`config.mk`:
```
export PLATFORM = sky130hd
export DESIGN_NAME = k_permutation_unrank
export DESIGN_NICKNAME = d
export VERILOG_FILES = /design/src/sv/kpu_pkg.sv /design/src/sv/k_permutation_unrank.sv /design/src/sv/kpu_cell.sv /design/src/sv/kpu_div.sv
export SDC_FILE = /design/constraint.sdc
export NUM_CORES = 1
export LEC_CHECK = 0
export ABC_CLOCK_PERIOD_IN_PS = 16820
export BUFFER_PORTS_ARGS = -buffer_cell sky130_fd_sc_hd__buf_2
export CAP_MARGIN = 10
export CORE_MARGIN = 1.5
export CORE_UTILIZATION = 50
export DETAILED_ROUTE_END_ITERATION = 8
export PLACE_DENSITY = 0.78
export SYNTH_ARGS = -nofsm -noshare
export SYNTH_HDL_FRONTEND = slang
export SYNTH_HIERARCHICAL = 1
export SYNTH_SLANG_ARGS = --single-unit
```
`constraint.sdc`:
```
create_clock -name clk -period 16.82 [get_ports clk]
set_input_delay 0.841 -clock clk [delete_from_list [all_inputs] [get_ports clk]]
set_output_delay 0.841 -clock clk [all_outputs]
set_load 0.01 [all_outputs]
```
`src/sv/kpu_pkg.sv`:
```
`default_nettype none
// ----------------------------------------------------------------------------
// kpu_pkg
// shared types and constants for the k-permutation unranking block
// ----------------------------------------------------------------------------
package kpu_pkg;
	localparam int MaxN = 12;
	localparam int CntW = 4;
	localparam int RankW = 32;
	localparam int ProdW = 34;

	typedef enum logic [2:0] {
		ST_IDLE,
		ST_CHECK,
		ST_TOTAL,
		ST_DENOM,
		ST_MUL,
		ST_DIV,
		ST_PICK,
		ST_EMIT
	} kpu_state_t;

	function automatic logic [CntW-1:0] sat_reg(input logic [CntW-1:0] v);
		return (v > CntW'(MaxN)) ? CntW'(MaxN) : v;
	endfunction
endpackage
`default_nettype wire

```
`src/sv/k_permutation_unrank.sv`:
```
`default_nettype none
// ----------------------------------------------------------------------------
// k_permutation_unrank
// lexicographic unranking of k-permutations, one result per position
// ----------------------------------------------------------------------------
// order: after the accepting edge the full product is built and checked, then for
// each position p come the 4-bit product steps, the divider, pick and emit
// busy while a rank is in progress; a new rank can be taken with start from
// the first cycle with busy low
// out of range: one result per cycle once the full product is checked
// reset: asynchronous active low; pool_size 12, draw_length 1, idle; no stalls
module k_permutation_unrank
	import kpu_pkg::*;
(
	input  wire logic             clk,
	input  wire logic             arst_n,
	input  wire logic             psel,
	input  wire logic             penable,
	input  wire logic             pwrite,
	input  wire logic [2:0]       paddr,
	input  wire logic [31:0]      pwdata,
	output logic      [31:0]      prdata,
	output logic                  pready,
	input  wire logic             start,
	output logic                  busy,
	input  wire logic [RankW-1:0] rank,
	output logic                  strobe,
	output logic      [CntW-1:0]  element,
	output logic      [CntW-1:0]  position,
	output logic                  last,
	output logic                  out_of_range
);
	localparam logic [2:0] AddrPool = 3'd0;
	localparam logic [2:0] AddrDraw = 3'd4;

	logic [CntW-1:0]  pool_q, draw_q, n_q, k_q, pos_q, elem_q;
	logic [CntW-1:0]  fac_q, tcnt_q, pick_idx;
	logic [RankW-1:0] rest_q;
	logic [ProdW-1:0] den_q;
	logic             bad_q, bad_d;
	kpu_state_t       state_q, state_d;
	logic             div_go, div_done, wr;
	logic [RankW-1:0] div_quot, div_rem;
	logic [CntW:0]    chain [MaxN+1];
	logic [MaxN-1:0]  hits;
	logic             clear_cells, take;

	// register port
	assign pready = 1'b1;
	assign wr = psel && penable && pwrite;
	always_ff @(posedge clk or negedge arst_n) begin
		if (!arst_n) begin
			pool_q <= CntW'(12);
			draw_q <= CntW'(1);
		end else if (wr) begin
			case (paddr)
				AddrPool: pool_q <= pwdata[CntW-1:0];
				AddrDraw: draw_q <= pwdata[CntW-1:0];
				default: ;
			endcase
		end
	end
	always_comb begin
		case (paddr)
			AddrPool: prdata = {28'd0, pool_q};
			AddrDraw: prdata = {28'd0, draw_q};
			default:  prdata = '0;
		endcase
	end

	// chain of element cells
	assign chain[0] = '0;
	for (genvar g = 0; g < MaxN; g++) begin : g_cell
		kpu_cell u_cell (
			.clk(clk), .arst_n(arst_n), .clear(clear_cells), .take(take),
			.active(CntW'(g) < n_q), .quot(div_quot[CntW-1:0]),
			.cnt_in(chain[g]), .cnt_out(chain[g+1]), .hit(hits[g])
		);
	end

	// index of the picked cell
	always_comb begin
		pick_idx = '0;
		for (int e = 0; e < MaxN; e++)
			if (hits[e]) pick_idx = CntW'(e);
	end

	kpu_div u_div (
		.clk(clk), .arst_n(arst_n), .go(div_go), .dividend(rest_q),
		.divisor(den_q), .done(div_done), .quot(div_quot), .rem(div_rem)
	);

	// draw length against pool size, and rank against the full count, once the product is complete
	assign bad_d = (k_q > n_q) || ({2'b00, rest_q} >= den_q);

	// next state
	always_comb begin
		state_d = state_q;
		case (state_q)
			ST_IDLE:  if (start && draw_q != '0) state_d = ST_CHECK;
			ST_CHECK: state_d = ST_TOTAL;
			ST_TOTAL: if (tcnt_q == '0) state_d = bad_d ? ST_EMIT : ST_DENOM;
			ST_DENOM: state_d = ST_MUL;
			ST_MUL:   if (tcnt_q == '0) state_d = ST_DIV;
			ST_DIV:   if (div_done) state_d = ST_PICK;
			ST_PICK:  state_d = ST_EMIT;
			ST_EMIT:  state_d = (pos_q + 1'b1 == k_q) ? ST_IDLE :
					(bad_q ? ST_EMIT : ST_DENOM);
			default:  state_d = ST_IDLE;
		endcase
	end

	// control outputs
	always_comb begin
		busy = state_q != ST_IDLE;
		div_go = (state_q == ST_MUL) && (tcnt_q == '0);
		take = state_q == ST_PICK;
		clear_cells = state_q == ST_IDLE;
		strobe = state_q == ST_EMIT;
	end

	always_ff @(posedge clk or negedge arst_n) begin
		if (!arst_n)
			state_q <= ST_IDLE;
		else
			state_q <= state_d;
	end

	// datapath; falling products built one 4-bit factor per cycle
	always_ff @(posedge clk) begin
		case (state_q)
			ST_IDLE: begin
				n_q <= sat_reg(pool_q);
				k_q <= sat_reg(draw_q);
				rest_q <= rank;
				pos_q <= '0;
			end
			ST_CHECK: begin
				den_q <= ProdW'(1);
				fac_q <= n_q;
				tcnt_q <= k_q;
			end
			ST_TOTAL: begin
				if (tcnt_q != '0) begin
					den_q <= ProdW'(den_q * fac_q);
					fac_q <= fac_q - 1'b1;
					tcnt_q <= tcnt_q - 1'b1;
				end else begin
					bad_q <= bad_d;
					elem_q <= '0;
				end
			end
			ST_DENOM: begin
				den_q <= ProdW'(1);
				fac_q <= n_q - 1'b1 - pos_q;
				tcnt_q <= k_q - 1'b1 - pos_q;
			end
			ST_MUL: begin
				if (tcnt_q != '0) begin
					den_q <= ProdW'(den_q * fac_q);
					fac_q <= fac_q - 1'b1;
					tcnt_q <= tcnt_q - 1'b1;
				end
			end
			ST_PICK: begin
				rest_q <= div_rem;
				elem_q <= pick_idx;
			end
			ST_EMIT: pos_q <= pos_q + 1'b1;
			default: ;
		endcase
	end

	assign element = bad_q ? '0 : elem_q;
	assign position = pos_q;
	assign last = pos_q + 1'b1 == k_q;
	assign out_of_range = bad_q;

	// a result is never shown while idle
	a_no_idle_strobe: assert property (@(posedge clk) disable iff (!arst_n)
		strobe |-> busy) else $error("strobe while idle");
	// the last result returns the block to idle
	a_last_idle: assert property (@(posedge clk) disable iff (!arst_n)
		strobe && last |=> !busy) else $error("not idle after last");
	// at most one cell picked
	a_one_hit: assert property (@(posedge clk) disable iff (!arst_n)
		take |-> $onehot0(hits)) else $error("several cells picked");
endmodule
`default_nettype wire

```
`src/sv/kpu_cell.sv`:
```
`default_nettype none
// ----------------------------------------------------------------------------
// kpu_cell
// one element slot of the selection chain: holds its used mark and counts
// free slots from the left, handing the running count to its neighbour
// ----------------------------------------------------------------------------
module kpu_cell
	import kpu_pkg::*;
(
	input  wire logic            clk,
	input  wire logic            arst_n,
	input  wire logic            clear,
	input  wire logic            take,
	input  wire logic            active,
	input  wire logic [CntW-1:0] quot,
	input  wire logic [CntW:0]   cnt_in,
	output logic      [CntW:0]   cnt_out,
	output logic                 hit
);
	logic used_q;

	// this slot is picked when it is free and exactly quot free slots lie left
	assign hit = active && !used_q && (cnt_in == {1'b0, quot});
	assign cnt_out = (active && !used_q) ? cnt_in + 1'b1 : cnt_in;

	// used mark
	always_ff @(posedge clk or negedge arst_n) begin
		if (!arst_n)
			used_q <= 1'b0;
		else if (clear)
			used_q <= 1'b0;
		else if (take && hit)
			used_q <= 1'b1;
	end
endmodule
`default_nettype wire

```
`src/sv/kpu_div.sv`:
```
`default_nettype none
// ----------------------------------------------------------------------------
// kpu_div
// restoring divider, one quotient bit per cycle
// ----------------------------------------------------------------------------
module kpu_div
	import kpu_pkg::*;
(
	input  wire logic             clk,
	input  wire logic             arst_n,
	input  wire logic             go,
	input  wire logic [RankW-1:0] dividend,
	input  wire logic [ProdW-1:0] divisor,
	output logic                  done,
	output logic      [RankW-1:0] quot,
	output logic      [RankW-1:0] rem
);
	logic [ProdW-1:0] rem_q;
	logic [RankW-1:0] quo_q;
	logic [ProdW-1:0] den_q;
	logic [5:0]       cnt_q;
	logic             run_q;
	logic [ProdW-1:0] trial;

	assign trial = {rem_q[ProdW-2:0], quo_q[RankW-1]};
	assign quot = quo_q;
	assign rem = rem_q[RankW-1:0];
	assign done = run_q && (cnt_q == 6'd0);

	// shift-subtract step
	always_ff @(posedge clk or negedge arst_n) begin
		if (!arst_n) begin
			run_q <= 1'b0;
			cnt_q <= '0;
		end else if (go) begin
			run_q <= 1'b1;
			cnt_q <= 6'(RankW);
		end else if (run_q) begin
			if (cnt_q == 6'd0)
				run_q <= 1'b0;
			else
				cnt_q <= cnt_q - 1'b1;
		end
	end

	always_ff @(posedge clk) begin
		if (go) begin
			rem_q <= '0;
			quo_q <= dividend;
			den_q <= divisor;
		end else if (run_q && cnt_q != 6'd0) begin
			if (trial >= den_q) begin
				rem_q <= trial - den_q;
				quo_q <= {quo_q[RankW-2:0], 1'b1};
			end else begin
				rem_q <= trial;
				quo_q <= {quo_q[RankW-2:0], 1'b0};
			end
		end
	end
endmodule
`default_nettype wire
```
After elaboration in Yosys (flattened, before gate mapping)
Cells that the tools add are included.
- bits in registers: 220
- bits of input ports: 73
- output and inout port bits: 45
- word-level logic and storage cells: 263
- add/sub/neg operators: 19
- multipliers: 1
- $lt $le $gt $ge: 17
- equal/unequal tests: 27
- multiplexer cells: 76
- bitwise logic cells: 1
- reduce and logical (&&, ||, !) cells: 93
- operator list (operator ; count):
    $pmux W34 S2 ; 1
    $mux W32 ; 2
    $pmux W32 S2 ; 1
    $mux W4 ; 14
    $eq A5 B4 Y1 ; 10
    $mux W5 ; 10
    $add A5 B1 Y5 const B ; 9
    $logic_and A1 B1 Y1 ; 42
    $reduce_bool A2 Y1 ; 18
    $ge A32 B34 Y1 ; 1
    $ge A34 B34 Y1 ; 1
    $mul A34 B4 Y34 ; 1
    $mux W34 ; 1
    $mux W33 ; 1
    $sub A33 B33 Y33 ; 1
    $mux W1 ; 30
    $pmux W3 S8 ; 1
    $pmux W4 S2 ; 3
    $pmux W4 S3 ; 2
    $mux W3 ; 7
    $mux W6 ; 3
    $lt A3 B4 Y1 const A ; 4
    $lt A4 B4 Y1 const A ; 4
    $sub A4 B1 Y4 const B ; 4
    other kinds (28) ; 63

Logic depth before layout (Yosys ltp)
Gate-level depths: netlist (run 1).
- word-level depth: 28
- mapped depth: 42
- depth with buffers taken out: 42

Cells and area by module
Netlist (run 1), hierarchy kept.
- by module, submodules not included (module ; times used ; cells an instance ; area each (um^2)):
    k_permutation_unrank ; 1 ; 1089 ; 9700.6
    kpu_div ; 1 ; 654 ; 6473.7
    kpu_cell ; 12 ; 24 ; 190.2

Least setup slack after synthesis (run 1)
OpenSTA, ideal clock, no wires.
- path type: flip-flop to flip-flop
- start: register n_q[3]
- end: register elem_q[2] (data pin)
- arrival: 6452 ps
- setup slack: 10099 ps
- cell stages (with the launch flop): 41
- path buffers: 0
- path through: edfxtp_1 -> clkinv_1 -> nand3_1 -> or2_2 -> nand2b_4 -> xnor2_1 -> ha_1 -> nand2_1 -> nand2_1 -> ha_1 -> nand2_1 -> nand2_1 -> ha_1 -> nand2_1 -> nand2_1 -> ha_1 -> nand2_1 -> nand2_1 -> [5 not listed] -> nand2_1 -> ha_1 -> nand2_1 -> nand2_1 -> ha_1 -> nand2_1 -> nand2_1 -> ha_1 -> nand2_1 -> xnor2_1 -> nand4_1 -> xnor2_1 -> xnor2_1 -> nand3_1 -> nor4_1 -> nor2_1 -> nand2_1 -> nor3_1
- RTL lines (what ; RTL line ; text):
    start, declared ; k_permutation_unrank.sv:36 ; logic [CntW-1:0] pool_q, draw_q, n_q, k_q, pos_q, elem_q;
    start signal, assigned ; k_permutation_unrank.sv:133 ; n_q <= sat_reg(pool_q);
    end signal, assigned ; k_permutation_unrank.sv:167 ; elem_q <= pick_idx;
    end, declared ; k_permutation_unrank.sv:36 ;

==> impl_metrics.env, run 1 <==
export IMPL_rsz0062_at_grt="false"
export IMPL_die_h_um=194.7
export IMPL_antenna_found_initial=0
export IMPL_rows=70
export IMPL_routed_wl_mm=44.99
export IMPL_nets=2297
export IMPL_die_w_um=194.7
export IMPL_cts_tree="built"
export IMPL_fp_coreArea_um2=36350
export IMPL_cpMostUsedCell="nand2_1"
export IMPL_cts_resized=0
export IMPL_postLayoutCellArea_um2=19620
export IMPL_yosysWarnings=6
export IMPL_critPathCaptureType="register"
export IMPL_root_buffer="clkbuf_16"
export IMPL_overflow=0
export IMPL_gp_congestion=0.8893
export IMPL_setup_violations_final=0
export IMPL_cts_buffers=25
export IMPL_wl_per_cell_um=17.85
export IMPL_io_buffers=60
export IMPL_critPathMaxFanout=10
export IMPL_dpl_instance_area_um2=18740
export IMPL_slew_headroom_pct=33.04
export IMPL_clk_latency_ns=0.55
export IMPL_post_cts_setup_buffer_count=0
export IMPL_n_antenna_cell=0
export IMPL_cp_required_ns=17.08
export IMPL_drt_pass1_iterations=5
export IMPL_fmaxAchievable_ghz=0.1305
export IMPL_status="complete, no violations"
export IMPL_crit_path_start_kind="register"
export IMPL_grt_total_usage_pct=23.90
export IMPL_tightest_slew_ns=1.004
export IMPL_report_final_slew_viol_count=0
export IMPL_fin_tns_setup_ns=0
export IMPL_min_path_type="input pin to asynchronous set/reset pin"
export IMPL_vias_per_cell=5.759
export IMPL_drc=0
export IMPL_synthCells=2018
export IMPL_max_stage_delay_ns=0.50
export IMPL_instances_no_fill=2520
export IMPL_fin_crit_sh_pct=45.55
export IMPL_htree_num_levels=1
export IMPL_cts_sinks=220
export IMPL_start_util_pct=50.54
export IMPL_drtIter0Drc=1311
export IMPL_ioPinCount=118
export IMPL_clk_pin_slew_ns=0.06
export IMPL_syn_area_um2=18370
export IMPL_ff2ff_setup_slack_ns=9.16
export IMPL_via_count=14510
export IMPL_syn_avg_cell_area_um2=9.103
export IMPL_finalCriticalPeriod_ns=7.662
export IMPL_grt_pass1_wl_mm=73.58
export IMPL_clockBufferDepth=3
export IMPL_max_cap_violations=0
export IMPL_skew_ns=0.02189
export IMPL_cpMaxStageDelayCell="edfxtp_1"
export IMPL_hpwlAfterDp_mm=34.03
export IMPL_synthToLayoutAreaGrowth_pct=6.791
export IMPL_hold_buffers=0
export IMPL_grt_max_degree=49
export IMPL_first_global_vias=14370
export IMPL_dp_cells=2474
export IMPL_final_antenna_net_count=0
export IMPL_hold_viol=0
export IMPL_path_class="register to register"
export IMPL_die_area_um2=37900
export IMPL_final_layout_size_suffix_gt1_share_pct=9.698
export IMPL_critPathArrivalTime_ns=7.93
metrics by stage:
stage / worst slack (ns) / util (%) / hold WS, ns
final: 9.158 / 53.97 / 0.3707
after global routing: 8.563 / 53.97 / 0.4129
after CTS: 9.255 / 53.97 / 0.3815
after detailed placement: 9.309 / 51.56 / 0.4649
after global placement: 9.515 / 51.56 / 0.4413
after floorplan: 10.24 / - / 0.4292
area by class of cell:
type                            instances  area (µm²)
Sequential cell                       220        6130
Inverter                              207       777.0
Clock inverter                         14       160.2
Multi-Input combinational cell       1506       10850
Tap cell                              468       585.6
Timing Repair Buffer                   73       397.9
Clock buffer                           32       714.4
Fill cell                            3148       16730
placed cells by master, fill, tap and decap left out, drive strengths merged, types with 15 or more instances in the layout:
master	instances
nand2b	30
nand3	33
or4	15
o22ai	15
xor2	34
nor2	139
buf	73
ha	127
nor4	22
fa	64
dfxtp	33
clkbuf	32
and2	56
dfrtp	27
nand2	259
xnor2	120
and3	16
nor2b	23
conb	46
nand4	41
a21oi	99
o21a	15
edfxtp	157
inv	206
nor3	47
mux2	42
a21o	52
a211oi	26
o21ai	63
flip-flops by register name, summed over array words and instances, names as in the netlist, 6 cells and up:
name	count
u_div/rem_q	33
g_cell.u_cell/used_q	12
rest_q	32
u_div/den_q	34
u_div/quot	32
den_q	34
u_div/cnt_q	6
worst paths after layout:
kind                                                   endpoint  cells past startpoint                          from
setup / recovery                        elem_q[2]$_SDFFCE_PP0P_                     40          n_q[3]$_SDFFCE_PN1P_
hold / removal             g_cell[11].u_cell/used_q$_DFFE_PN0P_                      1                        arst_n
setup reg to reg                        elem_q[2]$_SDFFCE_PP0P_                     40          n_q[3]$_SDFFCE_PN1P_
hold reg to reg                    u_div/rem_q[32]$_SDFFE_PP0P_                      2  u_div/rem_q[32]$_SDFFE_PP0P_
max in group asynchronous                 draw_q[1]$_DFFE_PN0P_                      1                        arst_n
min in group clk                   u_div/rem_q[32]$_SDFFE_PP0P_                      2  u_div/rem_q[32]$_SDFFE_PP0P_
metal layers:
metal  GRT usage (%)  vias up  wire (µm)
li1                -     6913          -
met1           32.85     6975      19590
met2           39.23      528      20910
met3           2.638       96       3081
met4           8.333        0       1408
met5               0        -          0
critical path: cells and delay by family, from the launching register on:
family	cells	cell delay [ns]
flops	1	0.50
buf+inv	1	0.30
simple gates	26	3.03
fa+ha+maj	9	2.47
xor+xnor	4	1.10
Power of run 1 is left out: the tool's default activity adds up to more than one toggle a clock period on the data nets, which glitch-free logic cannot reach.
==> run 2: changes to the inputs <==
Settings changed: ABC_CLOCK_PERIOD_IN_PS 16820 to 7000, PLACE_DENSITY 0.78 to 0.8.
Clock period 16.82 ns to 7 ns, I/O delays scaled along.
==> impl_metrics.env, run 2 (synthesis gave the netlist of run 1 again) <==
export IMPL_status="complete, no violations"
export IMPL_htree_num_levels=1
export IMPL_slew_headroom_pct=28.85
export IMPL_cpMostUsedCell="nand2_1"
export IMPL_critPathCaptureType="register"
export IMPL_cpMaxStageDelayCell="edfxtp_1"
export IMPL_fp_coreArea_um2=36350
export IMPL_start_util_pct=50.54
export IMPL_hpwlAfterDp_mm=34.16
export IMPL_max_stage_delay_ns=0.40
export IMPL_final_antenna_net_count=0
export IMPL_grt_total_usage_pct=24.19
export IMPL_gp_congestion=0.9508
export IMPL_root_buffer="clkbuf_16"
export IMPL_ff2ff_setup_slack_ns=0.43
export IMPL_io_buffers=60
export IMPL_setup_violations_final=0
export IMPL_clockBufferDepth=3
export IMPL_cts_tree="built"
export IMPL_cp_required_ns=7.29
export IMPL_crit_path_start_kind="register"
export IMPL_fmaxAchievable_ghz=0.1523
export IMPL_cts_sinks=220
export IMPL_routed_wl_mm=45.51
export IMPL_synthToLayoutAreaGrowth_pct=7.970
export IMPL_vias_per_cell=5.749
export IMPL_rows=70
export IMPL_die_area_um2=37900
export IMPL_drt_pass1_iterations=5
export IMPL_grt_pass1_wl_mm=74.60
export IMPL_reg_largest_list="den_q x34, u_div/den_q x34, u_div/rem_q x33"
export IMPL_wl_per_cell_um=17.93
export IMPL_report_final_slew_viol_count=0
export IMPL_final_cell_mix="nand2_1 (250), inv_1 (203), edfxtp_1 (157)"
export IMPL_ioPinCount=118
export IMPL_die_w_um=194.7
export IMPL_mostFrequentLayoutCell="nand2_1"
export IMPL_n_antenna_cell=0
export IMPL_drc=0
export IMPL_finalCriticalPeriod_ns=6.568
export IMPL_skew_ns=0.01449
export IMPL_hold_viol=0
export IMPL_max_cap_violations=0
export IMPL_min_path_type="input pin to register"
export IMPL_clk_latency_ns=0.55
export IMPL_dp_cells=2484
export IMPL_critPathArrivalTime_ns=6.86
export IMPL_first_global_vias=14880
export IMPL_instances_no_fill=2538
export IMPL_clk_pin_slew_ns=0.06
export IMPL_nets=2314
export IMPL_critPathMaxFanout=4
export IMPL_final_layout_size_suffix_gt1_share_pct=11.40
export IMPL_fin_crit_sh_pct=93.83
export IMPL_grt_max_degree=74
export IMPL_path_class="register to register"
export IMPL_antenna_found_initial=0
export IMPL_drtIter0Drc=1117
export IMPL_tightest_slew_ns=1.065
export IMPL_via_count=14590
export IMPL_cts_buffers=27
export IMPL_overflow=0
export IMPL_die_h_um=194.7
run 2: final timing paths:
check / startpoint / to / cells after the start
setup / recovery: n_q[1]$_SDFFCE_PN0P_ / elem_q[2]$_SDFFCE_PP0P_ / 41
hold / removal: pwdata[3] / draw_q[3]$_DFFE_PN0P_ / 2
setup reg to reg: n_q[1]$_SDFFCE_PN0P_ / elem_q[2]$_SDFFCE_PP0P_ / 41
hold reg to reg: u_div/rem_q[32]$_SDFFE_PP0P_ / u_div/rem_q[32]$_SDFFE_PP0P_ / 2
max in group asynchronous: arst_n / draw_q[2]$_DFFE_PN0P_ / 2
min in group asynchronous: arst_n / u_div/cnt_q[4]$_DFFE_PN0P_ / 2
run 2: stage by stage:
stage                      TNS, ns  cell area (µm²)  utilization (%)  hold slack, ns  setup slack (ns)
after global placement           0            18820            51.77          0.4561            0.2388
final                            0            19830            54.56         0.04460            0.4321
after global routing      -0.02654            19830            54.56         0.04591          -0.02654
after floorplan                  0            18530                -         0.05441            0.4157
after detailed placement  -0.08087            18820            51.77          0.4632          -0.07950
after CTS                        0            19730            54.29         0.03103          0.005716
run 2: layout make-up:
type                    count  area [µm²]
flip-flops and latches    220        6130
multi-input cells        1506       10930
inverters                 207       777.0
clock buffers              32       714.4
well taps                 468       585.6
fillers                  3106       16510
clock inverters            17       182.7
repair buffers             88       513.0
run 2: what timing repair did:
item / 4_1_cts / 5_1_grt
endpoints found under the setup margin: 3 / 5
gates resized for setup: 4 / 17
buffers inserted: 0 / 4
endpoints found under the hold margin: 27 / 0
pin swaps: 1 / 3
hold buffers: 1 / 0
run 2: worst max-delay path, delay by kind of cell, from the launching register on:
family | cells | cell delay [ns]
simple gates | 28 | 2.66
buf+inv | 1 | 0.10
fa+ha+maj | 10 | 2.85
xor+xnor | 2 | 0.28
flops | 1 | 0.40
run 2: per-layer routing:
| metal | track usage (%) | up-vias | wire, µm |
|---|---|---|---|
| met5 | 0 | - | 0 |
| met4 | 11.17 | 0 | 2066 |
| met3 | 2.221 | 115 | 2545 |
| met2 | 41.68 | 498 | 22020 |
| met1 | 30.80 | 7043 | 18880 |
| li1 | - | 6934 | - |
Power of run 2 is left out for the same reason.
